**src/lg2_pkg.sv**
```systemverilog
// Shared types and constants for the fast log2/ln approximation pipeline.
// No dependencies.
package lg2_pkg;

  // Coefficients as signed Q.40 integers
  localparam logic signed [63:0] Q40_C2  = -64'sd379164858605;
  localparam logic signed [63:0] Q40_C1  = 64'sd2226143567470;
  localparam logic signed [63:0] Q40_C0  = 64'sd742035757530;
  localparam logic signed [63:0] Q40_LN2 = 64'shB17217F7D2;

  localparam logic [31:0] NEG_INF_BITS  = 32'hFF800000;
  localparam logic [31:0] NAN_BITS      = 32'h7F800001;
  localparam logic [31:0] ONE_BITS      = 32'h3F800000;
  localparam logic [31:0] POS_ZERO_BITS = 32'h00000000;

  localparam logic [7:0] EXP_ALL_ONES  = 8'hFF;
  localparam logic [8:0] EXP_OFFSET    = 9'd128;
  // biased exponent = EXP_NORM_BASE - leading zeros of the (F+8)-bit magnitude
  localparam logic [7:0] EXP_NORM_BASE = 8'd134;

  localparam int PIPE_DEPTH = 6;

  typedef struct packed {
    logic        nat_log;
    logic        spec_hit;
    logic [31:0] spec_bits;
  } side_t;

  // Round a Q.40 constant to Q.f, half up (arithmetic shift is floor)
  function automatic logic signed [63:0] q40_to_qf(input logic signed [63:0] c40,
                                                   input int unsigned f);
    logic signed [63:0] rnd;
    rnd = 64'sd1 <<< (39 - f);
    return (c40 + rnd) >>> (40 - f);
  endfunction

endpackage

```
**src/lg2_in_if.sv**
```systemverilog
// Input channel: operand bit pattern and log base select.
// No dependencies.
interface lg2_in_if;
  logic        valid;
  logic        ready;
  logic [31:0] operand_bits;
  logic        operation;

  modport source (output valid, output operand_bits, output operation, input ready);
  modport sink   (input valid, input operand_bits, input operation, output ready);
endinterface

```
**src/lg2_out_if.sv**
```systemverilog
// Result channel: single precision bit pattern of the logarithm.
// No dependencies.
interface lg2_out_if;
  logic        valid;
  logic        ready;
  logic [31:0] result_bits;

  modport source (output valid, output result_bits, input ready);
  modport sink   (input valid, input result_bits, output ready);
endinterface

```
**src/fast_log2_approx_float_top.sv**
```systemverilog
// Top level of the approximate log2 / ln unit for single precision operands.
// Depends on lg2_pkg, lg2_in_if, lg2_out_if, lg2_front, lg2_poly, lg2_scale, lg2_pack.
//
// Six-stage pipeline: one item per clock unless the output stalls. Stages:
// special-case decode, C2*M+C1 multiply, t*M multiply plus exponent, optional
// ln2 multiply, byte normalize, bit normalize and pack into the output register.
// Every stage has its own valid bit and stalls only when it is full and the
// stage after it cannot move, so empty slots fill while the output is held and
// nothing is lost or repeated.
// Zeros, exactly 1.0 and negative non-NaN operands give fixed patterns in
// both modes; all other operands go through the fixed-point formula.
module fast_log2_approx_float_top import lg2_pkg::*; #(
  parameter int FRAC_BITS = 24
) (
  input  logic      clk,
  input  logic      rst_n,
  lg2_in_if.sink    in_ch,
  lg2_out_if.source out_ch
);

  logic                        f_vld, f_rdy;
  logic [FRAC_BITS:0]          f_mant;
  logic [7:0]                  f_expo;
  side_t                       f_side;
  logic                        p_vld, p_rdy;
  logic signed [FRAC_BITS+8:0] p_sum;
  side_t                       p_side;
  logic                        s_vld, s_rdy;
  logic signed [FRAC_BITS+8:0] s_val;
  side_t                       s_side;

  lg2_front #(.FRAC_BITS(FRAC_BITS)) u_front (
    .clk          (clk),
    .rst_n        (rst_n),
    .valid_in     (in_ch.valid),
    .ready_out    (in_ch.ready),
    .operand_bits (in_ch.operand_bits),
    .operation    (in_ch.operation),
    .valid_out    (f_vld),
    .ready_in     (f_rdy),
    .mant         (f_mant),
    .expo         (f_expo),
    .side         (f_side)
  );

  lg2_poly #(.FRAC_BITS(FRAC_BITS)) u_poly (
    .clk       (clk),
    .rst_n     (rst_n),
    .valid_in  (f_vld),
    .ready_out (f_rdy),
    .mant      (f_mant),
    .expo      (f_expo),
    .side_in   (f_side),
    .valid_out (p_vld),
    .ready_in  (p_rdy),
    .sum       (p_sum),
    .side_out  (p_side)
  );

  lg2_scale #(.FRAC_BITS(FRAC_BITS)) u_scale (
    .clk       (clk),
    .rst_n     (rst_n),
    .valid_in  (p_vld),
    .ready_out (p_rdy),
    .sum_in    (p_sum),
    .side_in   (p_side),
    .valid_out (s_vld),
    .ready_in  (s_rdy),
    .sum_out   (s_val),
    .side_out  (s_side)
  );

  lg2_pack #(.FRAC_BITS(FRAC_BITS)) u_pack (
    .clk         (clk),
    .rst_n       (rst_n),
    .valid_in    (s_vld),
    .ready_out   (s_rdy),
    .val_in      (s_val),
    .side_in     (s_side),
    .valid_out   (out_ch.valid),
    .ready_in    (out_ch.ready),
    .result_bits (out_ch.result_bits)
  );

endmodule

```
**src/lg2_front.sv**
```systemverilog
// Stage 1: special-case decode and mantissa extraction.
// Depends on lg2_pkg.
module lg2_front import lg2_pkg::*; #(
  parameter int FRAC_BITS = 24
) (
  input  logic               clk,
  input  logic               rst_n,
  input  logic               valid_in,
  output logic               ready_out,
  input  logic [31:0]        operand_bits,
  input  logic               operation,
  output logic               valid_out,
  input  logic               ready_in,
  output logic [FRAC_BITS:0] mant,
  output logic [7:0]         expo,
  output side_t              side
);

  logic               vld_r;
  logic               adv;
  logic [FRAC_BITS:0] mant_r, mant_nxt;
  logic [7:0]         expo_r;
  side_t              side_r, side_nxt;
  logic [63:0]        mant_ext;
  logic               is_nan;

  assign adv       = !vld_r || ready_in;
  assign ready_out = adv;

  assign mant_ext = {1'b1, operand_bits[22:0], 40'd0};
  assign mant_nxt = mant_ext[63 -: FRAC_BITS+1];
  assign is_nan   = (operand_bits[30:23] == EXP_ALL_ONES) && (operand_bits[22:0] != 23'd0);

  always_comb begin
    side_nxt.nat_log   = operation;
    side_nxt.spec_hit  = 1'b0;
    side_nxt.spec_bits = POS_ZERO_BITS;
    if (operand_bits[30:0] == 31'd0) begin
      side_nxt.spec_hit  = 1'b1;
      side_nxt.spec_bits = NEG_INF_BITS;
    end else if (operand_bits == ONE_BITS) begin
      side_nxt.spec_hit  = 1'b1;
      side_nxt.spec_bits = POS_ZERO_BITS;
    end else if (operand_bits[31] && !is_nan) begin
      side_nxt.spec_hit  = 1'b1;
      side_nxt.spec_bits = NAN_BITS;
    end
  end

  always_ff @(posedge clk) begin
    if (!rst_n) begin
      vld_r <= 1'b0;
    end else if (adv) begin
      vld_r <= valid_in;
    end
  end

  always_ff @(posedge clk) begin
    if (adv && valid_in) begin
      mant_r <= mant_nxt;
      expo_r <= operand_bits[30:23];
      side_r <= side_nxt;
    end
  end

  assign valid_out = vld_r;
  assign mant      = mant_r;
  assign expo      = expo_r;
  assign side      = side_r;

endmodule

```
**src/lg2_poly.sv**
```systemverilog
// Stages 2-3: quadratic in the mantissa plus the exponent less 128, fixed point.
// Depends on lg2_pkg.
module lg2_poly import lg2_pkg::*; #(
  parameter int FRAC_BITS = 24
) (
  input  logic                        clk,
  input  logic                        rst_n,
  input  logic                        valid_in,
  output logic                        ready_out,
  input  logic [FRAC_BITS:0]          mant,
  input  logic [7:0]                  expo,
  input  side_t                       side_in,
  output logic                        valid_out,
  input  logic                        ready_in,
  output logic signed [FRAC_BITS+8:0] sum,
  output side_t                       side_out
);

  localparam int CW = FRAC_BITS + 3;
  localparam int MW = FRAC_BITS + 2;
  localparam int PW = CW + MW;
  localparam int QW = FRAC_BITS + 4;
  localparam int SW = FRAC_BITS + 9;
  localparam logic signed [CW-1:0] C2 = CW'(q40_to_qf(Q40_C2, FRAC_BITS));
  localparam logic signed [CW-1:0] C1 = CW'(q40_to_qf(Q40_C1, FRAC_BITS));
  localparam logic signed [CW-1:0] C0 = CW'(q40_to_qf(Q40_C0, FRAC_BITS));

  logic                 vld_a_r, vld_b_r;
  logic                 adv_a, adv_b;
  logic signed [MW-1:0] m_s, m_a_s;
  logic signed [PW-1:0] p1, p2;
  logic signed [CW-1:0] t1_r, t1_nxt;
  logic [FRAC_BITS:0]   mant_a_r;
  logic [7:0]           expo_a_r;
  side_t                side_a_r, side_b_r;
  logic signed [QW-1:0] q;
  logic [8:0]           em;
  logic signed [SW-1:0] sum_r, sum_nxt;

  assign adv_b     = !vld_b_r || ready_in;
  assign adv_a     = !vld_a_r || adv_b;
  assign ready_out = adv_a;

  // stage A: C2*M + C1
  assign m_s    = $signed({1'b0, mant});
  assign p1     = C2 * m_s;
  assign t1_nxt = CW'(p1 >>> FRAC_BITS) + C1;

  // stage B: t*M - C0 + (exp - 128)
  assign m_a_s   = $signed({1'b0, mant_a_r});
  assign p2      = t1_r * m_a_s;
  assign q       = QW'(p2 >>> FRAC_BITS) - QW'(C0);
  assign em      = {1'b0, expo_a_r} - EXP_OFFSET;
  assign sum_nxt = $signed({em, {FRAC_BITS{1'b0}}}) + SW'(q);

  always_ff @(posedge clk) begin
    if (!rst_n) begin
      vld_a_r <= 1'b0;
      vld_b_r <= 1'b0;
    end else begin
      if (adv_a) begin
        vld_a_r <= valid_in;
      end
      if (adv_b) begin
        vld_b_r <= vld_a_r;
      end
    end
  end

  always_ff @(posedge clk) begin
    if (adv_a && valid_in) begin
      t1_r     <= t1_nxt;
      mant_a_r <= mant;
      expo_a_r <= expo;
      side_a_r <= side_in;
    end
    if (adv_b && vld_a_r) begin
      sum_r    <= sum_nxt;
      side_b_r <= side_a_r;
    end
  end

  assign valid_out = vld_b_r;
  assign sum       = sum_r;
  assign side_out  = side_b_r;

endmodule

```
**src/lg2_scale.sv**
```systemverilog
// Stage 4: optional scaling by ln2 for the natural log, floor rounding.
// Depends on lg2_pkg.
module lg2_scale import lg2_pkg::*; #(
  parameter int FRAC_BITS = 24
) (
  input  logic                        clk,
  input  logic                        rst_n,
  input  logic                        valid_in,
  output logic                        ready_out,
  input  logic signed [FRAC_BITS+8:0] sum_in,
  input  side_t                       side_in,
  output logic                        valid_out,
  input  logic                        ready_in,
  output logic signed [FRAC_BITS+8:0] sum_out,
  output side_t                       side_out
);

  localparam int SW = FRAC_BITS + 9;
  localparam int PW = SW + FRAC_BITS + 1;
  localparam logic [FRAC_BITS-1:0] LN2 = FRAC_BITS'(q40_to_qf(Q40_LN2, FRAC_BITS));

  logic                  vld_r;
  logic                  adv;
  logic signed [FRAC_BITS:0] ln2_s;
  logic signed [PW-1:0]  prod;
  logic signed [SW-1:0]  val_r, val_nxt;
  side_t                 side_r;

  assign adv       = !vld_r || ready_in;
  assign ready_out = adv;

  assign ln2_s   = $signed({1'b0, LN2});
  assign prod    = sum_in * ln2_s;
  assign val_nxt = side_in.nat_log ? SW'(prod >>> FRAC_BITS) : sum_in;

  always_ff @(posedge clk) begin
    if (!rst_n) begin
      vld_r <= 1'b0;
    end else if (adv) begin
      vld_r <= valid_in;
    end
  end

  always_ff @(posedge clk) begin
    if (adv && valid_in) begin
      val_r  <= val_nxt;
      side_r <= side_in;
    end
  end

  assign valid_out = vld_r;
  assign sum_out   = val_r;
  assign side_out  = side_r;

endmodule

```
**src/lg2_pack.sv**
```systemverilog
// Stages 5-6: fixed point to single precision, byte then bit normalization.
// Depends on lg2_pkg.
module lg2_pack import lg2_pkg::*; #(
  parameter int FRAC_BITS = 24
) (
  input  logic                        clk,
  input  logic                        rst_n,
  input  logic                        valid_in,
  output logic                        ready_out,
  input  logic signed [FRAC_BITS+8:0] val_in,
  input  side_t                       side_in,
  output logic                        valid_out,
  input  logic                        ready_in,
  output logic [31:0]                 result_bits
);

  localparam int SW  = FRAC_BITS + 9;
  localparam int MW  = FRAC_BITS + 8;
  localparam int NW  = ((MW + 7) / 8) * 8;
  localparam int NB  = NW / 8;
  localparam int ZBW = $clog2(NB);

  logic                 vld_a_r, vld_b_r;
  logic                 adv_a, adv_b;
  logic signed [SW-1:0] v_abs;
  logic [NW-1:0]        w, wc_nxt, wc_r, wn;
  logic [ZBW-1:0]       zb_nxt, zb_r;
  logic                 byte_found, bit_found;
  logic                 sign_r, zero_r;
  side_t                side_a_r;
  logic [2:0]           lzf;
  logic [7:0]           expo;
  logic [31:0]          res_nxt, res_r;

  assign adv_b     = !vld_b_r || ready_in;
  assign adv_a     = !vld_a_r || adv_b;
  assign ready_out = adv_a;

  // stage A: magnitude, coarse (byte) leading-zero shift
  assign v_abs = val_in[SW-1] ? -val_in : val_in;
  assign w     = NW'(v_abs[MW-1:0]) << (NW - MW);

  always_comb begin
    zb_nxt     = '0;
    byte_found = 1'b0;
    for (int i = 0; i < NB; i++) begin
      if (!byte_found && (w[NW-1-8*i -: 8] != 8'd0)) begin
        zb_nxt     = ZBW'(i);
        byte_found = 1'b1;
      end
    end
  end

  assign wc_nxt = w << {zb_nxt, 3'b000};

  // stage B: fine shift and pack
  always_comb begin
    lzf       = 3'd0;
    bit_found = 1'b0;
    for (int i = 0; i < 8; i++) begin
      if (!bit_found && wc_r[NW-1-i]) begin
        lzf       = 3'(i);
        bit_found = 1'b1;
      end
    end
  end

  assign wn   = wc_r << lzf;
  assign expo = EXP_NORM_BASE - 8'({zb_r, lzf});

  always_comb begin
    if (side_a_r.spec_hit) begin
      res_nxt = side_a_r.spec_bits;
    end else if (zero_r) begin
      res_nxt = POS_ZERO_BITS;
    end else begin
      res_nxt = {sign_r, expo, wn[NW-2 -: 23]};
    end
  end

  always_ff @(posedge clk) begin
    if (!rst_n) begin
      vld_a_r <= 1'b0;
      vld_b_r <= 1'b0;
    end else begin
      if (adv_a) begin
        vld_a_r <= valid_in;
      end
      if (adv_b) begin
        vld_b_r <= vld_a_r;
      end
    end
  end

  always_ff @(posedge clk) begin
    if (adv_a && valid_in) begin
      wc_r     <= wc_nxt;
      zb_r     <= zb_nxt;
      sign_r   <= val_in[SW-1];
      zero_r   <= (val_in == '0);
      side_a_r <= side_in;
    end
    if (adv_b && vld_a_r) begin
      res_r <= res_nxt;
    end
  end

  assign valid_out   = vld_b_r;
  assign result_bits = res_r;

endmodule

```
**src/flat_wrapper.sv**
```systemverilog
// flat-port wrapper written by rule: the top's interface ports become plain ports
module fast_log2_approx_float_top_flat import lg2_pkg::*;
#(
  parameter int FRAC_BITS = 24
)
  (clk, rst_n, in_ch_valid, in_ch_operand_bits, in_ch_operation, in_ch_ready, out_ch_valid, out_ch_result_bits, out_ch_ready);
  lg2_in_if in_ch_i ();
  lg2_out_if out_ch_i ();
  input  logic clk;
  input  logic rst_n;
  input wire logic [$bits(in_ch_i.valid)-1:0] in_ch_valid;
  input wire logic [$bits(in_ch_i.operand_bits)-1:0] in_ch_operand_bits;
  input wire logic [$bits(in_ch_i.operation)-1:0] in_ch_operation;
  output wire logic [$bits(in_ch_i.ready)-1:0] in_ch_ready;
  output wire logic [$bits(out_ch_i.valid)-1:0] out_ch_valid;
  output wire logic [$bits(out_ch_i.result_bits)-1:0] out_ch_result_bits;
  input wire logic [$bits(out_ch_i.ready)-1:0] out_ch_ready;
  assign in_ch_i.valid = in_ch_valid;
  assign in_ch_i.operand_bits = in_ch_operand_bits;
  assign in_ch_i.operation = in_ch_operation;
  assign in_ch_ready = in_ch_i.ready;
  assign out_ch_valid = out_ch_i.valid;
  assign out_ch_result_bits = out_ch_i.result_bits;
  assign out_ch_i.ready = out_ch_ready;
  fast_log2_approx_float_top #(.FRAC_BITS(FRAC_BITS)) u_core (.clk(clk), .rst_n(rst_n), .in_ch(in_ch_i), .out_ch(out_ch_i));
endmodule
```
**config.mk**
```make
export PLATFORM = sky130hd
export DESIGN_NAME = fast_log2_approx_float_top_flat
export DESIGN_NICKNAME = d
export VERILOG_FILES = /design/src/lg2_pkg.sv /design/src/lg2_in_if.sv /design/src/lg2_out_if.sv /design/src/fast_log2_approx_float_top.sv /design/src/lg2_front.sv /design/src/lg2_poly.sv /design/src/lg2_scale.sv /design/src/lg2_pack.sv /design/src/flat_wrapper.sv
export SDC_FILE = /design/constraint.sdc
export NUM_CORES = 2
export LEC_CHECK = 0
export ABC_AREA = 1
export BUFFER_PORTS_ARGS = -buffer_cell sky130_fd_sc_hd__clkbuf_2
export CAP_MARGIN = 25
export CORE_MARGIN = 2
export CORE_UTILIZATION = 25
export CTS_CLUSTER_SIZE = 40
export DETAILED_ROUTE_END_ITERATION = 7
export PLACE_DENSITY = 0.47
export SYNTH_ARGS = -nofsm -noshare
export SYNTH_HDL_FRONTEND = slang
export SYNTH_HIERARCHICAL = 1
export SYNTH_SLANG_ARGS = --single-unit
```
**constraint.sdc**
```tcl
create_clock -name clk -period 17.52 [get_ports clk]
set_clock_uncertainty 0.15 [all_clocks]
set_input_delay 2.628 -clock clk [delete_from_list [all_inputs] [get_ports clk]]
set_output_delay 2.628 -clock clk [all_outputs]
set_load 0.01 [all_outputs]
```
# Yosys cells after proc, flatten, opt, wreduce, memory -nomap -nowiden
# Index checks and enable logic that the tools add are counted.
totals:
  ram_bits: 0
  register_bits: 397
  input_bits: 37
  n_memories: 0
  rom_bits: 0
  latch_bits: 0
op_classes:
  n_eq_ne: 2
  mux: 26
  n_div: 0
  mul: 3
  magnitude_cmp: 0
  add_sub_neg: 6
  bitwise: 0
  reduce_logical: 49
  n_shift: 2
op_table:
  columns: ["cell", "n"]
  rows:
  - ["$mux W32", 4]
  - ["$mux W33", 2]
  - ["$mul A33 B22 Y54 const B", 1]
  - ["$mul A27 B25 Y51", 1]
  - ["$mul A24 B25 Y49 const A", 1]
  - ["$add A33 B28 Y33", 1]
  - ["$logic_not A33 Y1", 1]
  - ["$eq A32 B30 Y1 const B", 1]
  - ["$neg A32 Y32", 1]
  - ["$reduce_bool A8 Y1", 4]
  - ["$shl A32 B3 Y31", 1]
  - ["$shl A32 B5 Y32", 1]
  - ["$logic_not A31 Y1", 1]
  - ["$sub A28 B25 Y28 const B", 1]
  - ["$add A26 B27 Y27 const B", 1]
  - ["$reduce_bool A23 Y1", 1]
  - ["$logic_and A1 B1 Y1", 18]
  - ["$mux W3", 6]
  - ["$logic_not A1 Y1", 17]
  - ["$mux W1", 12]
  - ["$sub A8 B8 Y9 const B", 1]
  - ["$eq A8 B8 Y1 const B", 1]
  - ["$sub A8 B5 Y8 const A", 1]
  - ["$logic_or A1 B1 Y1", 6]
  - ["other kinds (2)", 3]

# Logic depth before layout (Yosys ltp)
logic_depth:
  word_depth: 25
  mapped_depth: 51
  mapped_depth_nobuf: 49

# Hierarchy
# The synthesis kept the hierarchy.
modules_own_cells:
  columns: ["mod", "n_inst", "seq_area_each_um2", "cells_per_inst", "area_per_inst_um2"]
  rows:
  - ["lg2_poly", 1, 4874.7, 5493, 44147.3]
  - ["lg2_scale", 1, 2031.9, 1951, 15872.7]
  - ["lg2_pack", 1, 3042.9, 845, 6566.3]
  - ["lg2_front", 1, 1101.1, 122, 1582.8]

# Least setup slack after synthesis
# OpenSTA, ideal clock, no wires.
synth_timing:
  path_type: "register to register"
  startpoint: "register u_core.u_poly.t1_r[26]"
  endpoint: "register u_core.u_poly.sum_r[31] (netlist: u_core/u_poly/sum[31]) (data pin)"
  synth_period_minus_slack_ps: 8741
  setup_ps: 258
  t_required_ps: 17112
  n_path_buf: 2
  t_arrival_ps: 8333
  setup_slack_ps: 8779
  stages_incl_launch_ff: 43
  path_cell_list: "edfxtp_1 -> clkbuf_1 -> clkbuf_1 -> nand2_1 -> inv_1 -> fa_1 -> fa_1 -> inv_1 -> fa_1 -> inv_1 -> fa_1 -> inv_1 -> fa_1 -> inv_1 -> fa_1 -> fa_1 -> ha_1 -> nand2_1 -> [... 7 more ...] -> nand2_1 -> inv_2 -> nor2_1 -> nand2_1 -> nor2_1 -> nand3_1 -> nand4_1 -> nand2_1 -> ha_1 -> a21oi_1 -> nand2_1 -> a21oi_1 -> inv_1 -> a21oi_1 -> nor2_1 -> o21ai_0 -> nand2_1 -> xor2_1"
synth_between:
  elab_chain_cells: 3
synth_lines:
  columns: ["item", "line_no", "text"]
  rows:
  - ["from (decl)", "lg2_poly.sv:32", "logic signed [CW-1:0] t1_r, t1_nxt;"]
  - ["from (signal assigned)", "lg2_poly.sv:72", "t1_r <= t1_nxt;"]
  - ["$mul A27 B25 Y51", "lg2_poly.sv:51", "assign p2 = t1_r * m_a_s;"]
  - ["$sub A28 B25 Y28", "lg2_poly.sv:52", "assign q = QW'(p2 >>> FRAC_BITS) - QW'(C0);"]
  - ["$add A33 B28 Y33", "lg2_poly.sv:54", "assign sum_nxt = $signed({em, {FRAC_BITS{1'b0}}}) + SW'(q);"]
  - ["via u_core.u_poly.sum_nxt[31]", "lg2_poly.sv:38", "logic signed [SW-1:0] sum_r, sum_nxt;"]
  - ["to (signal assigned)", "lg2_poly.sv:78", "sum_r <= sum_nxt;"]
  - ["to (decl)", "lg2_poly.sv:38", null]
# The timed path passes the listed nets, and every way through them passes these cells.
# A chain may end at the register's enable or synchronous reset.

# Final worst setup path
# Ends and elaborated chain as after synthesis.

==> results.py <==
metrics = {
    "final_layout": {
        "final_common_cell": "inv_1",
        "mostFrequentLayoutCells": "2498 x inv_1, 2058 x nand2_1, 1153 x fa_1",
        "finalNonFillerCells": 12000,
        "syn_to_final_growth_pct": 8.80,
        "nFillCells": 29600,
        "drive_above_1_share": 0.0472,
        "final_nets": 10200,
    },
    "clocking": {
        "clk_pin_slew_ns": 0.09,
        "cts_setup_buffers": 0,
        "cts_tree": "yes",
        "hold_buffers": 0,
        "ctsHtreeMaxLevel": 2,
        "root_buffer": "clkbuf_16",
        "cts_buffers": 44,
        "cts_sinks": 369,
        "postCtsResizedCells": 0,
        "clkLatencyLatePin_ns": 0.64,
        "cts_buffer_depth": 3,
    },
    "worst_hold_path": {
        "hold_depth": 0,
        "hold_end": "u_core/u_pack/side_a_r[22]",
        "hp-start": "u_core/u_scale/side_out[22]",
        "hold_class": "flip-flop to flip-flop",
    },
    "critical_path": {
        "end_kind": "flip-flop",
        "path_max_fanout": 25,
        "cp-start-kind": "flip-flop",
        "r2r_start": "u_core/u_poly/t1_r[26]",
        "r2r_end": "u_core/u_poly/sum[31]",
        "ff2ff_path_depth": 38,
        "slowest_delay_ns": 0.94,
        "cp_slowest_cell": "edfxtp_1",
        "reg2reg_slack_ns": 7.43,
        "critPathMostFrequentCell": "nand2_1",
        "crit_buf_inv": 6,
        "timing.setup.critical_path_class": "flip-flop to flip-flop",
        "arrival_ns": 10.34,
        "cp.required_ns": 17.77,
        "cp_top_family": "adder cells",
    },
    "drt": {
        "drc_errors": 0,
        "wl_met2_um": 103000,
        "drt_iter0_drc": 3019,
        "drt-met1-wl_um": 94400,
        "num_vias": 50700,
        "dr_wl_met3_um": 6350,
        "drt-pass1-iter-count": 6,
        "ant_nets": 0,
        "vias_per_cell": 4.23,
        "wire_per_inst_um": 17.3,
        "top_layer": "met5",
        "wirelength_um": 208000,
    },
    "sta": {
        "period_needed_ns": 10.09,
        "maxSlewViolCount": 0,
        "timing.fmax_mhz": 99.1,
        "setup_violations": 0,
        "worstMarginPinSlew_ns": 1.05,
        "max_slew_margin": 0.298,
        "rsz0062_at_grt": "no",
        "final.setup.tns_ns": 0,
        "finalHoldViolCount": 0,
        "setup_ws_ns": 7.43,
        "fin_crit_sh": 0.576,
    },
    "floorplan": {
        "io_pins": 71,
        "die-area_mm2": 0.277,
        "core-area_mm2": 0.271,
        "die_h_um": 526,
        "core.rowCount": 191,
        "initial_core_util": 0.251,
        "die_w_um": 526,
    },
    "yosys": {
        "synth_area_mm2": 0.0681,
        "synth-warning-count": 6,
        "netlist_instances": 8410,
        "synth.avg_cell_area_um2": 8.10,
    },
    "placement": {
        "gp_congestion": 0.924,
        "post-place-cells": 11900,
        "place_ws_ns": 7.35,
        "io_buffers": 70,
        "dpl.hpwl_um": 177000,
    },
    "global_routing": {
        "antenna_found_initial": 6,
        "grt_use_total": 0.151,
        "grt_overflow": 0,
        "grt_max_degree": 69,
        "grt_pass1_vias": 54700,
        "grt_pass1_wl_um": 325000,
    },
    "outcome": {
        "status": "completed",
    },
    "flow_run": {
        "drv_cap": 0,
    },
}
## cell type report
cell class,instances,area (um^2),area share
repair buffers,142,911,0.0123
flip-flops and latches,369,11000,0.149
clock buffers,50,1120,0.0152
diodes,1,2.50,0.0000338
inverters,2531,9500,0.128
well taps,3570,4470,0.0603
clock inverters,31,383,0.00516
multi-input cells,5304,46700,0.630
## metal layers
metal | track usage | vias to the layer above
li1 | - | 24500
met1 | 0.201 | 25200
met2 | 0.267 | 829
met3 | 0.0120 | 190
met4 | 0.0308 | 2
met5 | 0 | -
## metrics by stage
stage,hold slack [ns],instance area (um^2),util
2_1_floorplan,0.250,68200,-
3_3_place_gp,0.251,72600,0.268
3_5_place_dp,0.255,72600,0.268
4_1_cts,0.244,74100,0.274
5_1_grt,0.266,74100,0.274
6_report,0.245,74100,0.274
## registers in the layout, summed over array words and instances, names as in the netlist, 5 cells and up
register and flops:
u_core/u_front/side 5, u_core/u_poly/t1_r 27, u_core/u_scale/side_out 33, u_core/u_scale/sum_out 33, u_core/u_pack/side_a_r 33, u_core/u_poly/side_a_r 34
u_core/u_pack/result_bits 32, u_core/u_poly/sum 33, u_core/u_front/mant 23, u_core/u_front/expo 8, u_core/u_pack/wc_r 31, u_core/u_poly/side_out 34
u_core/u_poly/expo_a_r 8, u_core/u_poly/mant_a_r 25
## worst max path at each step
stage / start / end / slack [ns] / cells after the start
global placement: u_core/u_poly/t1_r[26] / u_core/u_poly/sum[31] / 7.27 / 41
finish: u_core/u_poly/t1_r[26] / u_core/u_poly/sum[31] / 7.43 / 38
global route: u_core/u_poly/t1_r[26] / u_core/u_poly/sum[31] / 6.58 / 39
detailed placement: u_core/u_poly/t1_r[26] / u_core/u_poly/sum[31] / 7.35 / 38
CTS: u_core/u_poly/t1_r[26] / u_core/u_poly/sum[31] / 7.33 / 38
floorplan: u_core/u_poly/t1_r[26] / u_core/u_poly/sum[31] / 8.78 / 42
Power is not shown: default switching activity piles up to over one toggle a cycle in this logic, so the estimate is an artifact.
